**config.mk**
```make
export PLATFORM = sky130hd
export DESIGN_NAME = midi_voice_allocator_unit
export DESIGN_NICKNAME = d
export VERILOG_FILES = /design/src/hdl/mva_pkg.sv /design/src/hdl/mva_ctrl.sv /design/src/hdl/mva_datapath.sv /design/src/hdl/midi_voice_allocator_unit.sv
export SDC_FILE = /design/constraint.sdc
export NUM_CORES = 1
export LEC_CHECK = 0
export BUFFER_PORTS_ARGS = -buffer_cell sky130_fd_sc_hd__buf_2
export CAP_MARGIN = 10
export CORE_ASPECT_RATIO = 1.25
export CORE_MARGIN = 2
export CORE_UTILIZATION = 40
export DETAILED_ROUTE_END_ITERATION = 7
export PLACE_DENSITY_LB_ADDON = 0.1
export SLEW_MARGIN = 15
export SYNTH_ARGS = -nofsm -noshare
export SYNTH_HDL_FRONTEND = slang
export SYNTH_SLANG_ARGS = --single-unit
export TNS_END_PERCENT = 100
```
**constraint.sdc**
```tcl
create_clock -name clk -period 10.4 [get_ports clk]
set_clock_uncertainty 0.2 [all_clocks]
set_input_delay 1.04 -clock clk [delete_from_list [all_inputs] [get_ports clk]]
set_output_delay 1.04 -clock clk [all_outputs]
set_load 0.005 [all_outputs]
```
**src/hdl/mva_pkg.sv**
```systemverilog
// Package for the MIDI voice allocator: message codes, command codes and the
// control and status structs that join the controller to the datapath.
// No dependencies.
package mva_pkg;

	localparam logic [3:0] KIND_NOTE_OFF = 4'h8;
	localparam logic [3:0] KIND_NOTE_ON  = 4'h9;
	localparam logic [3:0] KIND_CONTROL  = 4'hb;
	localparam logic [6:0] CC_ALL_SOUND_OFF = 7'd120;
	localparam logic [6:0] CC_ALL_NOTES_OFF = 7'd123;
	localparam logic [4:0] MAX_RESULTS = 5'd16;

	localparam logic [1:0] CMD_START = 2'd0;
	localparam logic [1:0] CMD_FADE  = 2'd1;
	localparam logic [1:0] CMD_OFF   = 2'd2;

	localparam logic [1:0] REG_SECTION_COUNT = 2'd0;
	localparam logic [1:0] REG_SECTION_NOTES = 2'd1;
	localparam logic [1:0] REG_SAMPLE_LOADED = 2'd2;

	typedef enum logic [1:0] {
		KIND_NONE = 2'd0,
		KIND_ON   = 2'd1,
		KIND_OFF  = 2'd2,
		KIND_CC   = 2'd3
	} kind_t;

	typedef enum logic [1:0] {
		MODE_FADE = 2'd0,
		MODE_FIND = 2'd1,
		MODE_REL  = 2'd2,
		MODE_ALL  = 2'd3
	} mode_t;

	typedef struct packed {
		logic  load;
		logic  step;
		mode_t mode;
		logic  start;
		logic  sec_clr;
		logic  sec_next;
		logic  flush;
	} ctrl_t;

	typedef struct packed {
		kind_t kind;
		logic  sec_done;
		logic  sec_hit;
		logic  scan_last;
		logic  emit_ok;
		logic  flush_ok;
	} stat_t;

endpackage

```
**src/hdl/mva_ctrl.sv**
```systemverilog
// Controller of the MIDI voice allocator: one-hot sequencer over sections and
// voice scans. Depends on mva_pkg.
module mva_ctrl (
	input  logic           clk,
	input  logic           arst_n,
	input  logic           in_valid,
	output logic           in_ready,
	input  mva_pkg::stat_t stat,
	output mva_pkg::ctrl_t ctrl
);

	typedef enum logic [7:0] {
		ST_IDLE   = 8'b0000_0001,
		ST_DECODE = 8'b0000_0010,
		ST_SEC    = 8'b0000_0100,
		ST_FADE   = 8'b0000_1000,
		ST_FIND   = 8'b0001_0000,
		ST_START  = 8'b0010_0000,
		ST_SCAN   = 8'b0100_0000,
		ST_FLUSH  = 8'b1000_0000
	} state_t;

	state_t state_q, state_d;

	assign in_ready = (state_q == ST_IDLE);

	// Sequence commands and next state
	always_comb begin
		state_d = state_q;
		ctrl = '0;
		ctrl.mode = mva_pkg::MODE_FIND;
		case (state_q)
			ST_IDLE: begin
				if (in_valid) begin
					ctrl.load = 1'b1;
					state_d = ST_DECODE;
				end
			end
			ST_DECODE: begin
				case (stat.kind)
					mva_pkg::KIND_ON: begin
						ctrl.sec_clr = 1'b1;
						state_d = ST_SEC;
					end
					mva_pkg::KIND_OFF, mva_pkg::KIND_CC: state_d = ST_SCAN;
					default: state_d = ST_IDLE;
				endcase
			end
			ST_SEC: begin
				if (stat.sec_done) begin
					state_d = ST_FLUSH;
				end else if (stat.sec_hit) begin
					state_d = ST_FADE;
				end else begin
					ctrl.sec_next = 1'b1;
				end
			end
			ST_FADE: begin
				ctrl.mode = mva_pkg::MODE_FADE;
				if (stat.emit_ok) begin
					ctrl.step = 1'b1;
					if (stat.scan_last) state_d = ST_FIND;
				end
			end
			ST_FIND: begin
				ctrl.mode = mva_pkg::MODE_FIND;
				ctrl.step = 1'b1;
				if (stat.scan_last) state_d = ST_START;
			end
			ST_START: begin
				if (stat.emit_ok) begin
					ctrl.start = 1'b1;
					ctrl.sec_next = 1'b1;
					state_d = ST_SEC;
				end
			end
			ST_SCAN: begin
				ctrl.mode = (stat.kind == mva_pkg::KIND_OFF) ? mva_pkg::MODE_REL
					: mva_pkg::MODE_ALL;
				if (stat.emit_ok) begin
					ctrl.step = 1'b1;
					if (stat.scan_last) state_d = ST_FLUSH;
				end
			end
			ST_FLUSH: begin
				if (stat.flush_ok) begin
					ctrl.flush = 1'b1;
					state_d = ST_IDLE;
				end
			end
			default: state_d = ST_IDLE;
		endcase
	end

	// Hold state
	always_ff @(posedge clk or negedge arst_n) begin
		if (!arst_n) state_q <= ST_IDLE;
		else state_q <= state_d;
	end

endmodule

```
**src/hdl/mva_datapath.sv**
```systemverilog
// Datapath of the MIDI voice allocator: item and config registers, voice
// table, scan index, steal search, pending and output result registers.
// Depends on mva_pkg.
module mva_datapath #(
	parameter int VOICE_COUNT   = 8,
	parameter int SECTION_COUNT = 8
) (
	input  logic           clk,
	input  logic           arst_n,
	input  logic           cfg_we,
	input  logic [1:0]     cfg_index,
	input  logic [55:0]    cfg_data,
	input  logic           opcode,
	input  logic [7:0]     status_byte,
	input  logic [6:0]     data_one,
	input  logic [6:0]     data_two,
	input  logic [1:0]     byte_count,
	input  logic [2:0]     ended_voice,
	output logic           out_valid,
	input  logic           out_ready,
	output logic [1:0]     command,
	output logic [2:0]     voice_slot,
	output logic [2:0]     section,
	output logic [6:0]     note,
	output logic [6:0]     velocity,
	output logic           last,
	input  mva_pkg::ctrl_t ctrl,
	output mva_pkg::stat_t stat
);

	localparam int IW = (VOICE_COUNT > 1) ? $clog2(VOICE_COUNT) : 1;
	localparam logic [IW-1:0] LAST_IDX = IW'(VOICE_COUNT - 1);
	localparam logic [3:0] SEC_MAX = 4'(SECTION_COUNT);

	// configuration
	logic [3:0]  sec_count_q;
	logic [55:0] sec_notes_q;
	logic        loaded_q;

	// item
	mva_pkg::kind_t kind_q;
	logic [6:0] d1_q, d2_q;

	// voice table
	logic          act_q  [VOICE_COUNT];
	logic [2:0]    vsec_q [VOICE_COUNT];
	logic [6:0]    vnote_q[VOICE_COUNT];
	logic [31:0]   vser_q [VOICE_COUNT];
	logic [31:0]   next_ser_q;

	// scan
	logic [IW-1:0] idx_q;
	logic [3:0]    sec_q;
	logic          free_found_q;
	logic [IW-1:0] free_idx_q, min_idx_q;
	logic [31:0]   min_ser_q;

	// results
	logic [4:0]  cnt_q;
	logic        pend_v_q;
	logic [1:0]  pend_cmd_q;
	logic [IW-1:0] pend_slot_q;
	logic [2:0]  pend_sec_q;
	logic [6:0]  pend_note_q, pend_vel_q;
	logic        out_v_q;
	logic [1:0]  out_cmd_q;
	logic [IW-1:0] out_slot_q;
	logic [2:0]  out_sec_q;
	logic [6:0]  out_note_q, out_vel_q;
	logic        out_last_q;

	logic [3:0]    secs_lim;
	logic [6:0]    trig;
	logic          match;
	logic          cand_v;
	logic [1:0]    cand_cmd;
	logic [IW-1:0] cand_slot, target;
	logic          out_free;
	logic [IW+2:0] slot_ext;
	mva_pkg::kind_t kind_in;
	logic [IW-1:0] ended_idx;

	// Decode the incoming message
	always_comb begin
		kind_in = mva_pkg::KIND_NONE;
		if (!opcode && byte_count >= 2'd2) begin
			if (status_byte[7:4] == mva_pkg::KIND_NOTE_ON && byte_count == 2'd3
					&& data_two != 7'd0) begin
				kind_in = loaded_q ? mva_pkg::KIND_ON : mva_pkg::KIND_NONE;
			end else if (status_byte[7:4] == mva_pkg::KIND_NOTE_OFF
					|| (status_byte[7:4] == mva_pkg::KIND_NOTE_ON
					&& byte_count == 2'd3)) begin
				kind_in = mva_pkg::KIND_OFF;
			end else if (status_byte[7:4] == mva_pkg::KIND_CONTROL
					&& (data_one == mva_pkg::CC_ALL_SOUND_OFF
					|| data_one == mva_pkg::CC_ALL_NOTES_OFF)) begin
				kind_in = mva_pkg::KIND_CC;
			end
		end
	end

	assign ended_idx = IW'(ended_voice);
	assign secs_lim  = (sec_count_q > SEC_MAX) ? SEC_MAX : sec_count_q;
	assign trig      = sec_notes_q[7 * sec_q[2:0] +: 7];
	assign target    = free_found_q ? free_idx_q : min_idx_q;

	// Match the scanned voice against the scan mode
	always_comb begin
		case (ctrl.mode)
			mva_pkg::MODE_FADE: match = act_q[idx_q] && vsec_q[idx_q] == sec_q[2:0];
			mva_pkg::MODE_REL:  match = act_q[idx_q] && vnote_q[idx_q] == d1_q;
			mva_pkg::MODE_ALL:  match = act_q[idx_q];
			default:            match = 1'b0;
		endcase
		cand_v    = (ctrl.step && match) || ctrl.start;
		cand_cmd  = ctrl.start ? mva_pkg::CMD_START
			: (ctrl.mode == mva_pkg::MODE_REL) ? mva_pkg::CMD_OFF : mva_pkg::CMD_FADE;
		cand_slot = ctrl.start ? target : idx_q;
	end

	assign out_free = !out_v_q || out_ready;

	assign stat.kind      = kind_q;
	assign stat.sec_done  = sec_q >= secs_lim;
	assign stat.sec_hit   = trig == d1_q;
	assign stat.scan_last = idx_q == LAST_IDX;
	assign stat.emit_ok   = !pend_v_q || out_free;
	assign stat.flush_ok  = !pend_v_q || out_free;

	// Take configuration writes
	always_ff @(posedge clk or negedge arst_n) begin
		if (!arst_n) begin
			sec_count_q <= '0;
			sec_notes_q <= '0;
			loaded_q    <= 1'b0;
		end else if (cfg_we) begin
			case (cfg_index)
				mva_pkg::REG_SECTION_COUNT: sec_count_q <= cfg_data[3:0];
				mva_pkg::REG_SECTION_NOTES: sec_notes_q <= cfg_data;
				mva_pkg::REG_SAMPLE_LOADED: loaded_q <= cfg_data[0];
				default: ;
			endcase
		end
	end

	// Hold the item
	always_ff @(posedge clk) begin
		if (ctrl.load) begin
			d1_q <= data_one;
			d2_q <= data_two;
		end
	end

	always_ff @(posedge clk or negedge arst_n) begin
		if (!arst_n) kind_q <= mva_pkg::KIND_NONE;
		else if (ctrl.load) kind_q <= kind_in;
	end

	// Advance scan index, section index and steal search
	always_ff @(posedge clk or negedge arst_n) begin
		if (!arst_n) begin
			idx_q        <= '0;
			sec_q        <= '0;
			free_found_q <= 1'b0;
			free_idx_q   <= '0;
			min_idx_q    <= '0;
			min_ser_q    <= '0;
		end else begin
			if (ctrl.load) idx_q <= '0;
			else if (ctrl.step) idx_q <= (idx_q == LAST_IDX) ? '0 : idx_q + 1'b1;
			if (ctrl.sec_clr) sec_q <= '0;
			else if (ctrl.sec_next) sec_q <= sec_q + 4'd1;
			if (ctrl.sec_clr || ctrl.sec_next) free_found_q <= 1'b0;
			else if (ctrl.step && ctrl.mode == mva_pkg::MODE_FIND) begin
				if (!act_q[idx_q] && !free_found_q) begin
					free_found_q <= 1'b1;
					free_idx_q   <= idx_q;
				end
				if (idx_q == '0 || vser_q[idx_q] < min_ser_q) begin
					min_idx_q <= idx_q;
					min_ser_q <= vser_q[idx_q];
				end
			end
		end
	end

	// Update the voice table
	always_ff @(posedge clk or negedge arst_n) begin
		if (!arst_n) begin
			next_ser_q <= '0;
			for (int i = 0; i < VOICE_COUNT; i++) begin
				act_q[i]   <= 1'b0;
				vsec_q[i]  <= '0;
				vnote_q[i] <= '0;
				vser_q[i]  <= '0;
			end
		end else begin
			if (ctrl.load && opcode && 32'(ended_voice) < 32'(VOICE_COUNT))
				act_q[ended_idx] <= 1'b0;
			if (ctrl.start) begin
				act_q[target]   <= 1'b1;
				vsec_q[target]  <= sec_q[2:0];
				vnote_q[target] <= d1_q;
				vser_q[target]  <= next_ser_q;
				next_ser_q      <= next_ser_q + 32'd1;
			end
		end
	end

	// Move results through pending and output registers
	always_ff @(posedge clk or negedge arst_n) begin
		if (!arst_n) begin
			cnt_q    <= '0;
			pend_v_q <= 1'b0;
			out_v_q  <= 1'b0;
		end else begin
			if (out_v_q && out_ready) out_v_q <= 1'b0;
			if (ctrl.load) cnt_q <= '0;
			if (cand_v && cnt_q < mva_pkg::MAX_RESULTS) begin
				cnt_q    <= cnt_q + 5'd1;
				pend_v_q <= 1'b1;
				if (pend_v_q) out_v_q <= 1'b1;
			end else if (ctrl.flush && pend_v_q) begin
				pend_v_q <= 1'b0;
				out_v_q  <= 1'b1;
			end
		end
	end

	always_ff @(posedge clk) begin
		if (cand_v && cnt_q < mva_pkg::MAX_RESULTS) begin
			pend_cmd_q  <= cand_cmd;
			pend_slot_q <= cand_slot;
			pend_sec_q  <= ctrl.start ? sec_q[2:0] : 3'd0;
			pend_note_q <= ctrl.start ? d1_q : 7'd0;
			pend_vel_q  <= ctrl.start ? d2_q : 7'd0;
		end
		if ((cand_v && cnt_q < mva_pkg::MAX_RESULTS && pend_v_q)
				|| (ctrl.flush && pend_v_q)) begin
			out_cmd_q  <= pend_cmd_q;
			out_slot_q <= pend_slot_q;
			out_sec_q  <= pend_sec_q;
			out_note_q <= pend_note_q;
			out_vel_q  <= pend_vel_q;
			out_last_q <= ctrl.flush;
		end
	end

	assign slot_ext   = {3'b000, out_slot_q};
	assign out_valid  = out_v_q;
	assign command    = out_cmd_q;
	assign voice_slot = slot_ext[2:0];
	assign section    = out_sec_q;
	assign note       = out_note_q;
	assign velocity   = out_vel_q;
	assign last       = out_last_q;

endmodule

```
**src/hdl/midi_voice_allocator_unit.sv**
```systemverilog
// Top level of the MIDI voice allocator: controller plus datapath.
// Depends on mva_pkg, mva_ctrl and mva_datapath.
//
//  channel | handshake            | payload
//  --------+----------------------+----------------------------------------------
//  in      | in_valid / in_ready  | opcode status_byte data_one data_two
//          |                      | byte_count ended_voice
//  out     | out_valid / out_ready| command voice_slot section note velocity last
//  cfg     | cfg_we               | cfg_index cfg_data
//
// One transaction at a time: accept, decode, then scans over the voice table.
// A note-on walks the sections; each whose trigger note matches gets a fade
// scan, a find scan and a voice start. Note-off and control change scan once.
// A held output stalls the scan only when a second result is waiting.
// Reset clears the voice table, the serial counter and the configuration.
module midi_voice_allocator_unit #(
	parameter int VOICE_COUNT   = 8,
	parameter int SECTION_COUNT = 8
) (
	input  logic        clk,
	input  logic        arst_n,
	input  logic        cfg_we,
	input  logic [1:0]  cfg_index,
	input  logic [55:0] cfg_data,
	input  logic        in_valid,
	output logic        in_ready,
	input  logic        opcode,
	input  logic [7:0]  status_byte,
	input  logic [6:0]  data_one,
	input  logic [6:0]  data_two,
	input  logic [1:0]  byte_count,
	input  logic [2:0]  ended_voice,
	output logic        out_valid,
	input  logic        out_ready,
	output logic [1:0]  command,
	output logic [2:0]  voice_slot,
	output logic [2:0]  section,
	output logic [6:0]  note,
	output logic [6:0]  velocity,
	output logic        last
);

	mva_pkg::ctrl_t ctrl;
	mva_pkg::stat_t stat;

	mva_ctrl u_ctrl (
		.clk      (clk),
		.arst_n   (arst_n),
		.in_valid (in_valid),
		.in_ready (in_ready),
		.stat     (stat),
		.ctrl     (ctrl)
	);

	mva_datapath #(
		.VOICE_COUNT   (VOICE_COUNT),
		.SECTION_COUNT (SECTION_COUNT)
	) u_dp (
		.clk         (clk),
		.arst_n      (arst_n),
		.cfg_we      (cfg_we),
		.cfg_index   (cfg_index),
		.cfg_data    (cfg_data),
		.opcode      (opcode),
		.status_byte (status_byte),
		.data_one    (data_one),
		.data_two    (data_two),
		.byte_count  (byte_count),
		.ended_voice (ended_voice),
		.out_valid   (out_valid),
		.out_ready   (out_ready),
		.command     (command),
		.voice_slot  (voice_slot),
		.section     (section),
		.note        (note),
		.velocity    (velocity),
		.last        (last),
		.ctrl        (ctrl),
		.stat        (stat)
	);

endmodule

```
Yosys cells after proc, flatten, opt, wreduce, memory -nomap -nowiden
Cells that the tools add are included.
W data, S select, Z words.
- bits of input ports: 91
- register bits: 559
- word-level logic and storage cells: 242
- output and inout port bits: 25
- add/sub/neg operators: 4
- reductions and logical operators: 47
- bitwise gates (word level): 7
- eq/ne operators: 35
- shifts and indexed selects: 1
- $mul: 1
- muxes and demuxes: 77
- magnitude comparators: 10
- operator list (operator ; count):
    $bwmux W256 ; 1
    $bmux W32 S3 ; 1
    $demux W32 S3 ; 1
    $mux W32 ; 3
    $mux W8 ; 12
    $pmux W8 S8 ; 1
    $bwmux W56 ; 1
    $shiftx A56 B7 Y7 ; 1
    $add A32 B1 Y32 const B ; 1
    $lt A32 B32 Y1 ; 1
    $bwmux W24 ; 1
    $mux W1 ; 24
    $mux W3 ; 8
    $bmux W7 S3 ; 1
    $demux W7 S3 ; 1
    $mux W7 ; 3
    $logic_and A1 B1 Y1 ; 16
    $ne A2 B2 Y1 const B ; 8
    $eq A7 B7 Y1 ; 2
    $eq A7 B7 Y1 const B ; 2
    $pmux W7 S2 ; 1
    $eq A2 B2 Y1 const B ; 6
    $eq A4 B4 Y1 const B ; 3
    $ge A4 B4 Y1 const B ; 3
    46 further kinds ; 80

Longest topological paths before layout
Gate-level depths: netlist (run 1).
- depth after elaboration: 12
- gate-level depth with buffers: 17
- depth with buffers taken out: 11

By module
A second synthesis (run 1) with hierarchy kept.
- cells, all modules: 1731
- area total of the unflattened synthesis: 25648.3 um2
- by module, submodules not included (module ; cells each ; area each (um2) ; instances ; seq. area each (um2)):
    mva_datapath ; 1655 ; 24955.2 ; 1 ; 14083.5
    mva_ctrl ; 76 ; 693.2 ; 1 ; 201.4

Worst setup path after synthesis (run 1)
Ideal clock, no wire load.
- path type: flip-flop to flip-flop
- start point: register u_dp.idx_q[0]
- end point: register u_dp.min_ser_q[22]
- path buffers: 4
- setup slack: 6.402 ns
- setup time: 0.069 ns
- clock period less this slack: 3.998 ns
- data required time: 10.131 ns
- arrival: 3.729 ns
- stages on the path, launching flop included: 16
- cells stage by stage: dfrtp_1 buf_6 buf_6 buf_1 mux4_2 nand2_1 nand2_1 ha_1 a21o_1 a21o_1 a211oi_1 a311oi_1 o21ai_1 clkbuf_1 nand4_1 nand3_1
- longest elaborated chain between the ends: 7
- elaborated cells on any way between the ends: 8
- those cells by class: order compare (1); mux (3); bitwise (1); reduce/logical (3)
- ends and longest elaborated chain (item ; RTL line ; text):
    start: declaration ; mva_datapath.sv:52 ; logic [IW-1:0] idx_q;
    start signal: assignment ; mva_datapath.sv:170 ; else if (ctrl.step) idx_q <= (idx_q == LAST_IDX) ? '0 : idx_q + 1'b1;
    $not A3 Y4 (not written as such) ; mva_datapath.sv:179, mva_datapath.sv:181 ;
    $bmux W32 S3 ; mva_datapath.sv:179, mva_datapath.sv:181 ;
    $mux W32 (not written as such) (2 in a row) ; mva_datapath.sv:179, mva_datapath.sv:181 ;
    $lt A32 B32 Y1 ; mva_datapath.sv:179 ; if (idx_q == '0 || vser_q[idx_q] < min_ser_q) begin
    $logic_or A1 B1 Y1 ; mva_datapath.sv:179 ;
    $reduce_and A3 Y1 (no line) ; n/a ;
    end signal: assignment ; mva_datapath.sv:181 ; min_ser_q <= vser_q[idx_q];
    end: declaration ; mva_datapath.sv:56 ; logic [31:0] min_ser_q;
Parallel ways exist; a longest one is shown, timed or not. The select of a mux whose other input is x is not followed.
A chain may end at the register's enable or synchronous reset.

Worst setup path in the final report (run 1)
- start point: register u_dp.idx_q[1]
- end point: register u_dp.min_idx_q[2]
- longest elaborated chain between the ends: 7
- elaborated cells on any way between the ends: 8
- those cells by class: order compare (1); mux (3); bitwise (1); reduce/logical (3)
- ends and longest elaborated chain (item ; RTL line ; text):
    $not A3 Y4 (not written as such) ; mva_datapath.sv:179 ;
    $bmux W32 S3 ; mva_datapath.sv:179 ;
    $mux W32 (not written as such) (2 in a row) ; mva_datapath.sv:179 ;
    $lt A32 B32 Y1 ; mva_datapath.sv:179 ;
    $logic_or A1 B1 Y1 (*) ; mva_datapath.sv:179 ;
    $reduce_and A3 Y1 (no line) (*) ; n/a ;
    end signal: assignment ; mva_datapath.sv:180 ; min_idx_q <= idx_q;
    end: declaration ; mva_datapath.sv:55 ; logic [IW-1:0] free_idx_q, min_idx_q;
Every way passes the cells marked *; elsewhere a longest branch is shown, timed or not. The select of a mux whose other input is x is not followed.

==> flow_metrics.tcl, run 1 <==
set metrics [dict create \
    synth_top_cell_area_share 0.475 \
    drive_above_1_share 0.165 \
    synth_cell_types 68 \
    fmax_mhz 185 \
    cts_tree "yes" \
    synthArstFlopShare 0.894 \
    layout.nets 2780 \
    clock-sinks 559 \
    via_count 19100 \
    io_buffers 111 \
    antenna_found_initial 0 \
    dieArea_um2 67900 \
    cellLeakagePower_nw 14.7 \
    cp_slowest_cell "dfrtp_4" \
    wire_per_inst_um 21.3 \
    syn-num-nets 2747 \
    synth-main-ff-cell "dfrtp_1" \
    grt_max_degree 167 \
    worstPathCellList "buf_4, mux4_2, nand2_1, nand2_1, ha_1, a21o_1, a21o_1, a211oi_1, a311oi_1, o21ai_2, buf_4, a21oi_1, o32a_1" \
    place_hpwl_um 43400 \
    slew_headroom 0.248 \
    path_clk_slew_ns 0.06 \
    initial_core_util 0.402 \
    worstPathRequired_ns 10.71 \
    synthCells 2615 \
    rsz0062_at_grt "no" \
    synth_common_cells "1,133 x nand2_1, 499 x dfrtp_1, 151 x clkbuf_1, 88 x mux4_2, 68 x mux2_2" \
    insertedDiodeCount 0 \
    cts_max_level 2 \
    cpPeakStageDelay_ns 0.87 \
    ctsResizeCount 0 \
    fin_setup_tns_ns 0 \
    clk_latency_ns 0.62 \
    critPathLaunchType "flop" \
    syn_area_per_cell_um2 10.1 \
    synth_edf_count 59 \
    grt_pass1_vias 19800 \
    io_pins 116 \
    fin_crit_ns 5.40 \
    hold_slack_ns 0.187 \
    tightest_slew_ns 1.13 \
    post-route-drc-count 0 \
    syn-cell-area_um2 26300 \
    critical_path_class "flop to flop" \
    place_congestion 0.830 \
    status "completed" \
    grt_first_pass_wirelength_um 119000 \
    via_per_inst 5.37 \
    setup_violations 0 \
    grt_remaining_overflow 0 \
    synth_top_area_cell "dfrtp_1" \
    area_growth_pct 13.1 \
    wl_um 75600 \
    finalCritPeriodShare 0.520 \
    netlist_top_cells_area "dfrtp_1 47%, nand2_1 16%, mux4_2 7.5%, edfxtp_1 6.7%, mux2_2 2.9%" \
    drt-pass1-iter-count 5 \
    cts_root_buffer "clkbuf_16" \
    fp.dieH_um 291 \
    power_density_nw_per_um2 163 \
    synth_seq_cells 559 \
    worstSetupEndpointType "flop" \
    yosysMostFrequentCell "nand2_1" \
    hold_path_class "primary input to asynchronous set/reset pin" \
    drt_iter0_markers 1452 \
    ir_drop_v 0.000116 \
    seq_area_frac_synth 0.543 \
    crit_fanout 51 \
    yosysWarnings 0 \
    cts_setup_buffers 0 \
    drv_slew 0 \
    finalHoldViolations 0 \
    coreArea_um2 65400 \
    std_cell_rows 105 \
    numCtsBuffers 59 \
    cts_max_path_buffers 3 \
    die_w_um 233 \
    grtUsageTotal 0.229 \
    cap_violations 0 \
    antenna_left 0 \
    ctsHoldBuffers 0 \
    cp_data_arrival_time_ns 5.71 \
]
## power by group
part | internal [mW] | leakage, nW | switching (mW)
clock network | 1.38 | 1.04 | 0.898
logic | 0.104 | 6.32 | 0.150
registers | 2.27 | 7.39 | 0.0459
## state kept, by name, indices dropped and copies added (netlist names), 8 cells and up
register and count:
u_dp.vser_q 256, u_dp.act_q 8, u_dp.next_ser_q 32, u_dp.min_ser_q 32
u_ctrl.state_q 8, u_dp.vnote_q 56, u_dp.sec_notes_q 56, u_dp.vsec_q 24
## per-stage QoR
step	utilization	cell area, um2	total power, mW	worst slack (ns)	std cells
global placement	0.423	27600	2.60	5.02	3442
finish	0.455	29800	4.85	5.00	3552
global route	0.455	29800	5.03	4.72	3552
CTS	0.455	29800	4.91	4.97	3552
floorplan	-	26300	2.49	6.40	2615
detailed placement	0.423	27700	2.61	4.98	3443
## cells in the final DEF (no fill, tap or decap), types with 4 or more instances in the layout
| master | Yosys | routed |
|---|---|---|
| nand2_1 | 1133 | 1133 |
| edfxtp_1 | 59 | 59 |
| bufinv_16 | 0 | 9 |
| and4_1 | 5 | 5 |
| ha_1 | 41 | 41 |
| o211ai_1 | 36 | 36 |
| mux2_2 | 68 | 68 |
| clkinv_1 | 2 | 4 |
| xnor2_1 | 30 | 30 |
| a22oi_1 | 32 | 32 |
| and2_1 | 19 | 19 |
| nor2_1 | 45 | 36 |
| nand4_1 | 53 | 53 |
| a21oi_1 | 18 | 18 |
| buf_4 | 5 | 40 |
| o21ai_0 | 38 | 38 |
| inv_1 | 41 | 41 |
| dfrtp_1 | 499 | 496 |
| nand3_2 | 0 | 6 |
| nand3b_1 | 5 | 5 |
| mux4_2 | 88 | 88 |
| nor4_1 | 6 | 5 |
| and3_1 | 4 | 4 |
| buf_2 | 13 | 110 |
| mux4_1 | 12 | 12 |
| clkinv_2 | 0 | 12 |
| a21o_1 | 12 | 12 |
| clkbuf_8 | 0 | 17 |
| mux2i_1 | 29 | 29 |
| xor2_1 | 22 | 22 |
| clkbuf_16 | 0 | 59 |
| nor2b_1 | 4 | 4 |
| nor3_1 | 14 | 14 |
| nand2b_1 | 7 | 7 |
| nand3_1 | 61 | 55 |
| nor2_4 | 0 | 9 |
| clkbuf_1 | 151 | 6 |
## path summary, 6_finish.rpt
check	startpoint	end	slack [ns]	depth (start not counted)
setup / recovery	u_dp.idx_q[1]	u_dp.min_idx_q[2]	5.00	13
hold / removal	arst_n	u_dp.sec_notes_q[13]	0.19	1
setup reg to reg	u_dp.idx_q[1]	u_dp.min_idx_q[2]	5.00	13
hold reg to reg	u_dp.pend_note_q[2]	u_dp.note[2]	0.22	0
max in group asynchronous	arst_n	u_dp.vser_q[48]	7.53	3
min in group clk	u_dp.pend_note_q[2]	u_dp.note[2]	0.22	0
## cells by family (layout without fill, tap and decap cells)
| group | after synthesis | in the layout | share of synthesized area |
|---|---|---|---|
| and+or+nand+nor | 1373 | 1373 | 0.213 |
| adders and majority gates | 41 | 41 | 0.0195 |
| xor gates and xnor gates | 52 | 52 | 0.0173 |
| AOI/OAI and AO/OA | 167 | 167 | 0.0446 |
| DFF | 559 | 559 | 0.543 |
| buffers and inverters | 226 | 307 | 0.0349 |
| muxes | 197 | 197 | 0.127 |
## per-layer routing
layer	part of all wire	global-route usage	vias up
li1	-	-	8827
met1	0.42	0.300	9653
met2	0.51	0.399	471
met3	0.042	0.0270	122
met4	0.024	0.0659	0
met5	0	0	-
## final cells by class
| class | instances | area [um2] |
|---|---|---|
| fillers | 6232 | 35700 |
| flip-flops and latches | 559 | 14300 |
| multi-input cells | 1830 | 11200 |
| clock buffers | 82 | 1730 |
| well taps | 856 | 1070 |
| repair buffers | 153 | 897 |
| clock inverters | 27 | 369 |
| inverters | 45 | 169 |
## critical path: cells and delay by family (launching register included)
family / cells / cell delay (ns)
fa+ha+maj: 1 / 0.34
compound gates: 7 / 1.88
buf+inv: 2 / 1.30
mux: 1 / 0.43
flops: 1 / 0.87
simple gates: 2 / 0.20
Note: power is estimated with default switching activity, not from simulation.
==> run 2: changes to the inputs <==
--- a/config.mk
+++ b/config.mk
@@ -5,6 +5,7 @@
 export SDC_FILE = /design/constraint.sdc
 export NUM_CORES = 1
 export LEC_CHECK = 0
+export ABC_AREA = 1
 export BUFFER_PORTS_ARGS = -buffer_cell sky130_fd_sc_hd__buf_2
 export CAP_MARGIN = 10
 export CORE_ASPECT_RATIO = 1.25
==> constraint.sdc (replaced) <==
create_clock -name clk -period 5.56 [get_ports clk]
set_clock_uncertainty 0.2 [all_clocks]
set_input_delay 0.556 -clock clk [delete_from_list [all_inputs] [get_ports clk]]
set_output_delay 0.556 -clock clk [all_outputs]
set_load 0.005 [all_outputs]
==> run 2 against run 1 <==
  * First-iteration DRC count fell by 0.83%
  * Count of clock-buffer cells in the layout is 7 higher
  * Final area decreased by 1.3%
  * Cell count grew 8.4%
  * Flip-flop and latch count unchanged
  * Worst hold slack got worse by 0.15 ns
  * Via count up 5.0%
  * Worst setup slack lost 4.0 ns
  * Global-route usage down 1.9 points
  * Highest routed layer is now met5
==> flow_metrics.tcl, run 2 <==
set metrics [dict create \
    status "completed" \
    dieArea_um2 65500 \
    path_depth 16 \
    yosysWarnings 0 \
    netlist_top_cells_area "dfrtp_1 49%, nand2_1 8.6%, edfxtp_1 7.0%, o21ai_1 6.7%, nor2_1 5.3%" \
    critPathLaunchType "flop" \
    die_w_um 229 \
    ctsResizeCount 0 \
    wl_met2_um 33800 \
    worstPathRequired_ns 5.85 \
    crit_family "simple AND/OR/NAND/NOR gates" \
    regArea_um2 14300 \
    worstPathCellList "buf_12, o21ai_0, o22ai_1, nor2_1, a31oi_1, ha_1, a21oi_1, nor2_1, a211oi_1, nor2_1, nor4_1, nand2_1, nand2_2, nand2_2, nand2_1, nand2_1" \
    setup_violations 0 \
    ir_drop_v 0.000241 \
    drt-pass1-iter-count 5 \
    via_count 20000 \
    largest_reg_flops 256 \
    wl_met3_um 3070 \
    layout_common_cells "575 x nand2_1, 497 x dfrtp_1, 355 x nor2_1" \
    final_common_cell "nand2_1" \
    post-route-drc-count 0 \
    regMostFlops "u_dp.vser_q" \
    initial_core_util 0.403 \
    clock-sinks 559 \
    cts_max_level 2 \
    power_density_nw_per_um2 312 \
    grt_remaining_overflow 0 \
    clk_latency_ns 0.62 \
    critical_path_class "flop to flop" \
    cp_slowest_cell "dfrtp_4" \
    rr_startpoint "u_dp.idx_q[0]" \
    finalHoldViolations 0 \
    numCtsBuffers 59 \
    place_congestion 0.825 \
    reg.largest.list "u_dp.vser_q: 256 flops, u_dp.sec_notes_q: 56 flops, u_dp.vnote_q: 56 flops" \
    cts_root_buffer "clkbuf_16" \
    drive_above_1_share 0.110 \
    drv_slew 0 \
    std_cell_rows 103 \
    synth_cell_types 51 \
    syn_area_per_cell_um2 8.85 \
    synth_top_area_cell "dfrtp_1" \
    via_per_inst 5.20 \
    fin_area_um2 29400 \
    hold_path_class "primary input to flop" \
    tightest_slew_ns 1.16 \
    place_hpwl_um 40100 \
    io_pins 116 \
    ctsHoldBuffers 70 \
    fin_crit_ns 4.55 \
    slew_headroom 0.229 \
    reg2reg_slack_ns 1.01 \
    wirelength_met1_um 29500 \
    grt_max_degree 156 \
    cp.buffers_inverters 1 \
    fp.dieH_um 286 \
    cts_setup_buffers 0 \
    area_growth_pct 15.8 \
    coreArea_um2 62900 \
    synthCells 2866 \
    fmax_mhz 220 \
    synth_common_cells "583 x nand2_1, 499 x dfrtp_1, 355 x nor2_1, 341 x o21ai_1, 228 x o21ai_0" \
    wire_per_inst_um 17.7 \
    grt_pass1_vias 20100 \
    synth_seq_cells 559 \
    path_clk_slew_ns 0.06 \
    dpl_cell_area_um2 26600 \
    syn-cell-area_um2 25400 \
    syn-num-nets 2998 \
    yosysMostFrequentCell "nand2_1" \
    antenna_left 0 \
    synth_edf_count 59 \
    critPathCapture "u_dp.min_ser_q[28]" \
    multi_input_area_um2 9700 \
    worstSetupEndpointType "flop" \
    grtUsageTotal 0.210 \
    cts_tree "yes" \
    drt_iter0_markers 1440 \
    num-fill-cells 6094 \
    cts_max_path_buffers 3 \
    finalPower_mw 9.16 \
    synth_top_cell_area_share 0.492 \
    wl_um 68000 \
    cp_data_arrival_time_ns 4.84 \
    reg2reg_to "u_dp.min_ser_q[28]" \
    antenna_found_initial 3 \
    cellLeakagePower_nw 13.6 \
    io_buffers 111 \
    fin_setup_tns_ns 0 \
    finalCritPeriodShare 0.818 \
    synth-main-ff-cell "dfrtp_1" \
    synthArstFlopShare 0.894 \
    cpPeakStageDelay_ns 0.64 \
    worst_r2r_path_depth 16 \
    rsz0062_at_grt "no" \
    dr.max_layer_used "met5" \
    crit_fanout 114 \
    cap_violations 0 \
    hold_path_depth 3 \
    grt_first_pass_wirelength_um 110000 \
    crit_start "u_dp.idx_q[0]" \
    seq_area_frac_synth 0.563 \
    layout.nets 3092 \
]
run 2: cell families after synthesis:
family / count (synthesis) / share of synthesized area
muxes: 35 / 0.0155
buffers and inverters: 357 / 0.0571
xor gates and xnor gates: 47 / 0.0162
DFF: 559 / 0.563
and+or+nand+nor: 1105 / 0.178
adders and majority gates: 41 / 0.0202
AOI/OAI and AO/OA: 722 / 0.150
run 2: stage by stage:
stage | utilization | worst slack [ns] | cells | hold slack [ns]
finish | 0.467 | 1.01 | 3851 | 0.0406
detailed placement | 0.423 | 0.988 | 3669 | 0.206
global route | 0.467 | 0.554 | 3850 | 0.0304
CTS | 0.467 | 0.953 | 3849 | 0.00503
global placement | 0.423 | 1.04 | 3669 | 0.206
floorplan | - | 2.08 | 2866 | 0.0604
run 2: where the power goes:
part | switching (mW) | internal, mW | total, mW
Sequential | 0.0614 | 4.25 | 4.31
Clock | 1.66 | 2.44 | 4.10
Combinational | 0.492 | 0.270 | 0.761
Total | 2.21 | 6.95 | 9.16
run 2: worst min-delay path by stage:
stage	endpoint	slack, ns	from
CTS	u_dp.sec_count_q[0]	0.005	cfg_data[0]
global placement	u_dp.velocity[6]	0.21	u_dp.pend_vel_q[6]
global route	u_dp.loaded_q	0.03	cfg_index[1]
floorplan	u_ctrl.state_q[1]	0.06	arst_n
finish	u_dp.sec_count_q[0]	0.04	cfg_data[0]
detailed placement	u_dp.note[6]	0.21	u_dp.pend_note_q[6]
run 2: final cells by class:
cell class | count | area share
Sequential cell | 559 | 0.487
Multi-Input combinational cell | 1950 | 0.330
Clock buffer | 89 | 0.0606
Timing Repair Buffer | 213 | 0.0547
Tap cell | 840 | 0.0358
Inverter | 177 | 0.0227
Clock inverter | 21 | 0.00878
Antenna cell | 2 | 0.000170
run 2: worst reg2reg max path: stages, from the launching register on:
cell and delay (ns):
dfrtp_4 0.64, buf_12 0.51, o21ai_0 0.23, o22ai_1 0.20
nor2_1 0.06, a31oi_1 0.26, ha_1 0.30, a21oi_1 0.23
nor2_1 0.06, a211oi_1 0.21, nor2_1 0.07, nor4_1 0.43
nand2_1 0.12, nand2_2 0.09, nand2_2 0.49, nand2_1 0.24
nand2_1 0.07
run 2: routing by layer:
layer / vias to the layer above / global-route usage
li1: 9715 / -
met1: 9720 / 0.268
met2: 467 / 0.370
met3: 121 / 0.0306
met4: 4 / 0.0617
met5: - / 0
==> run 3: changes to the inputs <==
--- a/config.mk
+++ b/config.mk
@@ -5,7 +5,7 @@
 export SDC_FILE = /design/constraint.sdc
 export NUM_CORES = 1
 export LEC_CHECK = 0
-export ABC_AREA = 1
+export ABC_AREA = 0
 export BUFFER_PORTS_ARGS = -buffer_cell sky130_fd_sc_hd__buf_2
 export CAP_MARGIN = 10
 export CORE_ASPECT_RATIO = 1.25
==> constraint.sdc (replaced) <==
create_clock -name clk -period 4.6 [get_ports clk]
set_clock_uncertainty 0.2 [all_clocks]
set_input_delay 0.46 -clock clk [delete_from_list [all_inputs] [get_ports clk]]
set_output_delay 0.46 -clock clk [all_outputs]
set_load 0.005 [all_outputs]
==> run 3 against run 2 <==
  * Global-route usage is 2.1 points higher
  * Fmax rose by 12%
  * Via count decreased by 2.3%
  * Count of clock-buffer cells in the layout fell by 6
  * Worst hold slack improved by 0.0043 ns
  * Highest routed layer is now met4
==> flow_metrics.tcl, run 3 (same netlist as run 1, synthesis figures left out) <==
set metrics [dict create \
    post-route-drc-count 0 \
    cts_tree "yes" \
    cts_setup_buffers 0 \
    fp.dieH_um 291 \
    cts_max_level 2 \
    largest_reg_flops 256 \
    clk_latency_ns 0.63 \
    drt-pass1-iter-count 6 \
    dieArea_um2 67900 \
    finalPower_mw 11.1 \
    hold_slack_ns 0.0450 \
    cellLeakagePower_nw 15.3 \
    hold_path_class "primary input to flop" \
    grt_max_degree 110 \
    finalHoldViolations 0 \
    holdPathEnd "u_dp.kind_q[0]" \
    tightest_slew_ns 0.958 \
    cap_violations 0 \
    critPathLaunchType "flop" \
    via_per_inst 5.33 \
    finalNonFillerCells 3674 \
    reg.largest.list "u_dp.vser_q: 256 flops, u_dp.sec_notes_q: 56 flops, u_dp.vnote_q: 56 flops" \
    crit_fanout 22 \
    met2_usage 0.384 \
    hold_path_depth 4 \
    wire_per_inst_um 20.9 \
    slew_headroom 0.360 \
    setup_violations 0 \
    place_hpwl_um 47400 \
    final_common_cell "nand2_1" \
    fmax_mhz 246 \
    status "completed" \
    ctsHoldBuffers 80 \
    ir_drop_v 0.000293 \
    drt_iter0_markers 1731 \
    die_w_um 233 \
    initial_core_util 0.402 \
    antenna_found_initial 0 \
    cts_root_buffer "clkbuf_16" \
    grtUsageTotal 0.231 \
    worst_r2r_path_depth 12 \
    place_congestion 0.833 \
    layout_common_cells "1,133 x nand2_1, 496 x dfrtp_1, 110 x buf_2" \
    io_pins 116 \
    antenna_left 0 \
    clock-sinks 559 \
    drv_slew 0 \
    path_clk_slew_ns 0.06 \
    rr_startpoint "u_dp.idx_q[0]" \
    worstSetupEndpointType "flop" \
    coreArea_um2 65400 \
    grt_first_pass_wirelength_um 120000 \
    wl_um 76800 \
    reg2reg_to "u_dp.min_idx_q[2]" \
    drive_above_1_share 0.172 \
    grt.busiest_layer "met2" \
    insertedDiodeCount 0 \
    use_met1 0.313 \
    io_buffers 111 \
    hp-start "status_byte[5]" \
    reg2reg_slack_ns 0.53 \
    critical_path_class "flop to flop" \
    rsz0062_at_grt "no" \
    cp_data_arrival_time_ns 4.38 \
    regMostFlops "u_dp.vser_q" \
    placedCellCount 3482 \
    layout.nets 2899 \
    cts_max_path_buffers 3 \
    numCtsBuffers 59 \
    fin_crit_ns 4.07 \
    via_count 19600 \
    grt_remaining_overflow 0 \
    std_cell_rows 105 \
    worstPathRequired_ns 4.91 \
    finalCritPeriodShare 0.884 \
    power_density_nw_per_um2 357 \
    grt_pass1_vias 20200 \
    fin_setup_tns_ns 0 \
    grt_use_met3 0.0353 \
    area_growth_pct 18.0 \
    ctsResizeCount 0 \
]
==> run 3: cell type report <==
cell class / count / area (um2)
Clock inverter: 29 / 379
Timing Repair Buffer: 272 / 2160
Inverter: 45 / 169
Tap cell: 856 / 1070
Fill cell: 6100 / 34400
Multi-Input combinational cell: 1830 / 11200
Clock buffer: 83 / 1750
Sequential cell: 559 / 14300
==> run 3: worst max-delay path by stage <==
stage,slack (ns),depth (start not counted),to,from
5_1_grt,0.36,14,u_dp.min_idx_q[2],u_dp.idx_q[0]
6_report,0.53,12,u_dp.min_idx_q[2],u_dp.idx_q[0]
3_5_place_dp,0.57,12,u_dp.min_idx_q[2],u_dp.idx_q[0]
4_1_cts,0.54,12,u_dp.min_idx_q[2],u_dp.idx_q[0]
3_3_place_gp,0.56,13,u_dp.min_idx_q[2],u_dp.idx_q[0]
2_1_floorplan,0.60,15,u_dp.min_ser_q[22],u_dp.idx_q[0]
==> run 3: metrics by stage <==
| stage | cell area [um2] | util | setup WS, ns |
|---|---|---|---|
| after global placement | 28100 | 0.430 | 0.565 |
| final | 31000 | 0.475 | 0.532 |
| after CTS | 31000 | 0.475 | 0.540 |
| after detailed placement | 28100 | 0.430 | 0.565 |
| after floorplan | 26300 | - | 0.602 |
| after global routing | 31000 | 0.475 | 0.357 |
==> run 3: critical path: stages (launching register included) <==
cell,delay (ns)
dfrtp_4,0.65
buf_12,0.26
mux4_2,0.56
nand2_1,0.09
nand2_1,0.21
ha_1,0.38
nand4_1,0.12
or2_2,0.31
a311oi_1,0.43
o21a_1,0.19
buf_4,0.25
nor3_1,0.08
o32a_1,0.19
==> run 3: report_power, final <==
group | internal (mW) | switching [mW] | leakage (nW)
logic | 0.296 | 0.376 | 6.89
clock network | 3.10 | 2.10 | 1.02
registers | 5.13 | 0.0867 | 7.39
total | 8.53 | 2.56 | 15.3
==> run 3: routing by layer <==
layer  up-vias  wire [um]
li1       9066          -
met1      9889      33300
met2       472      37400
met3       146       3910
met4         0       2140
met5         -          0
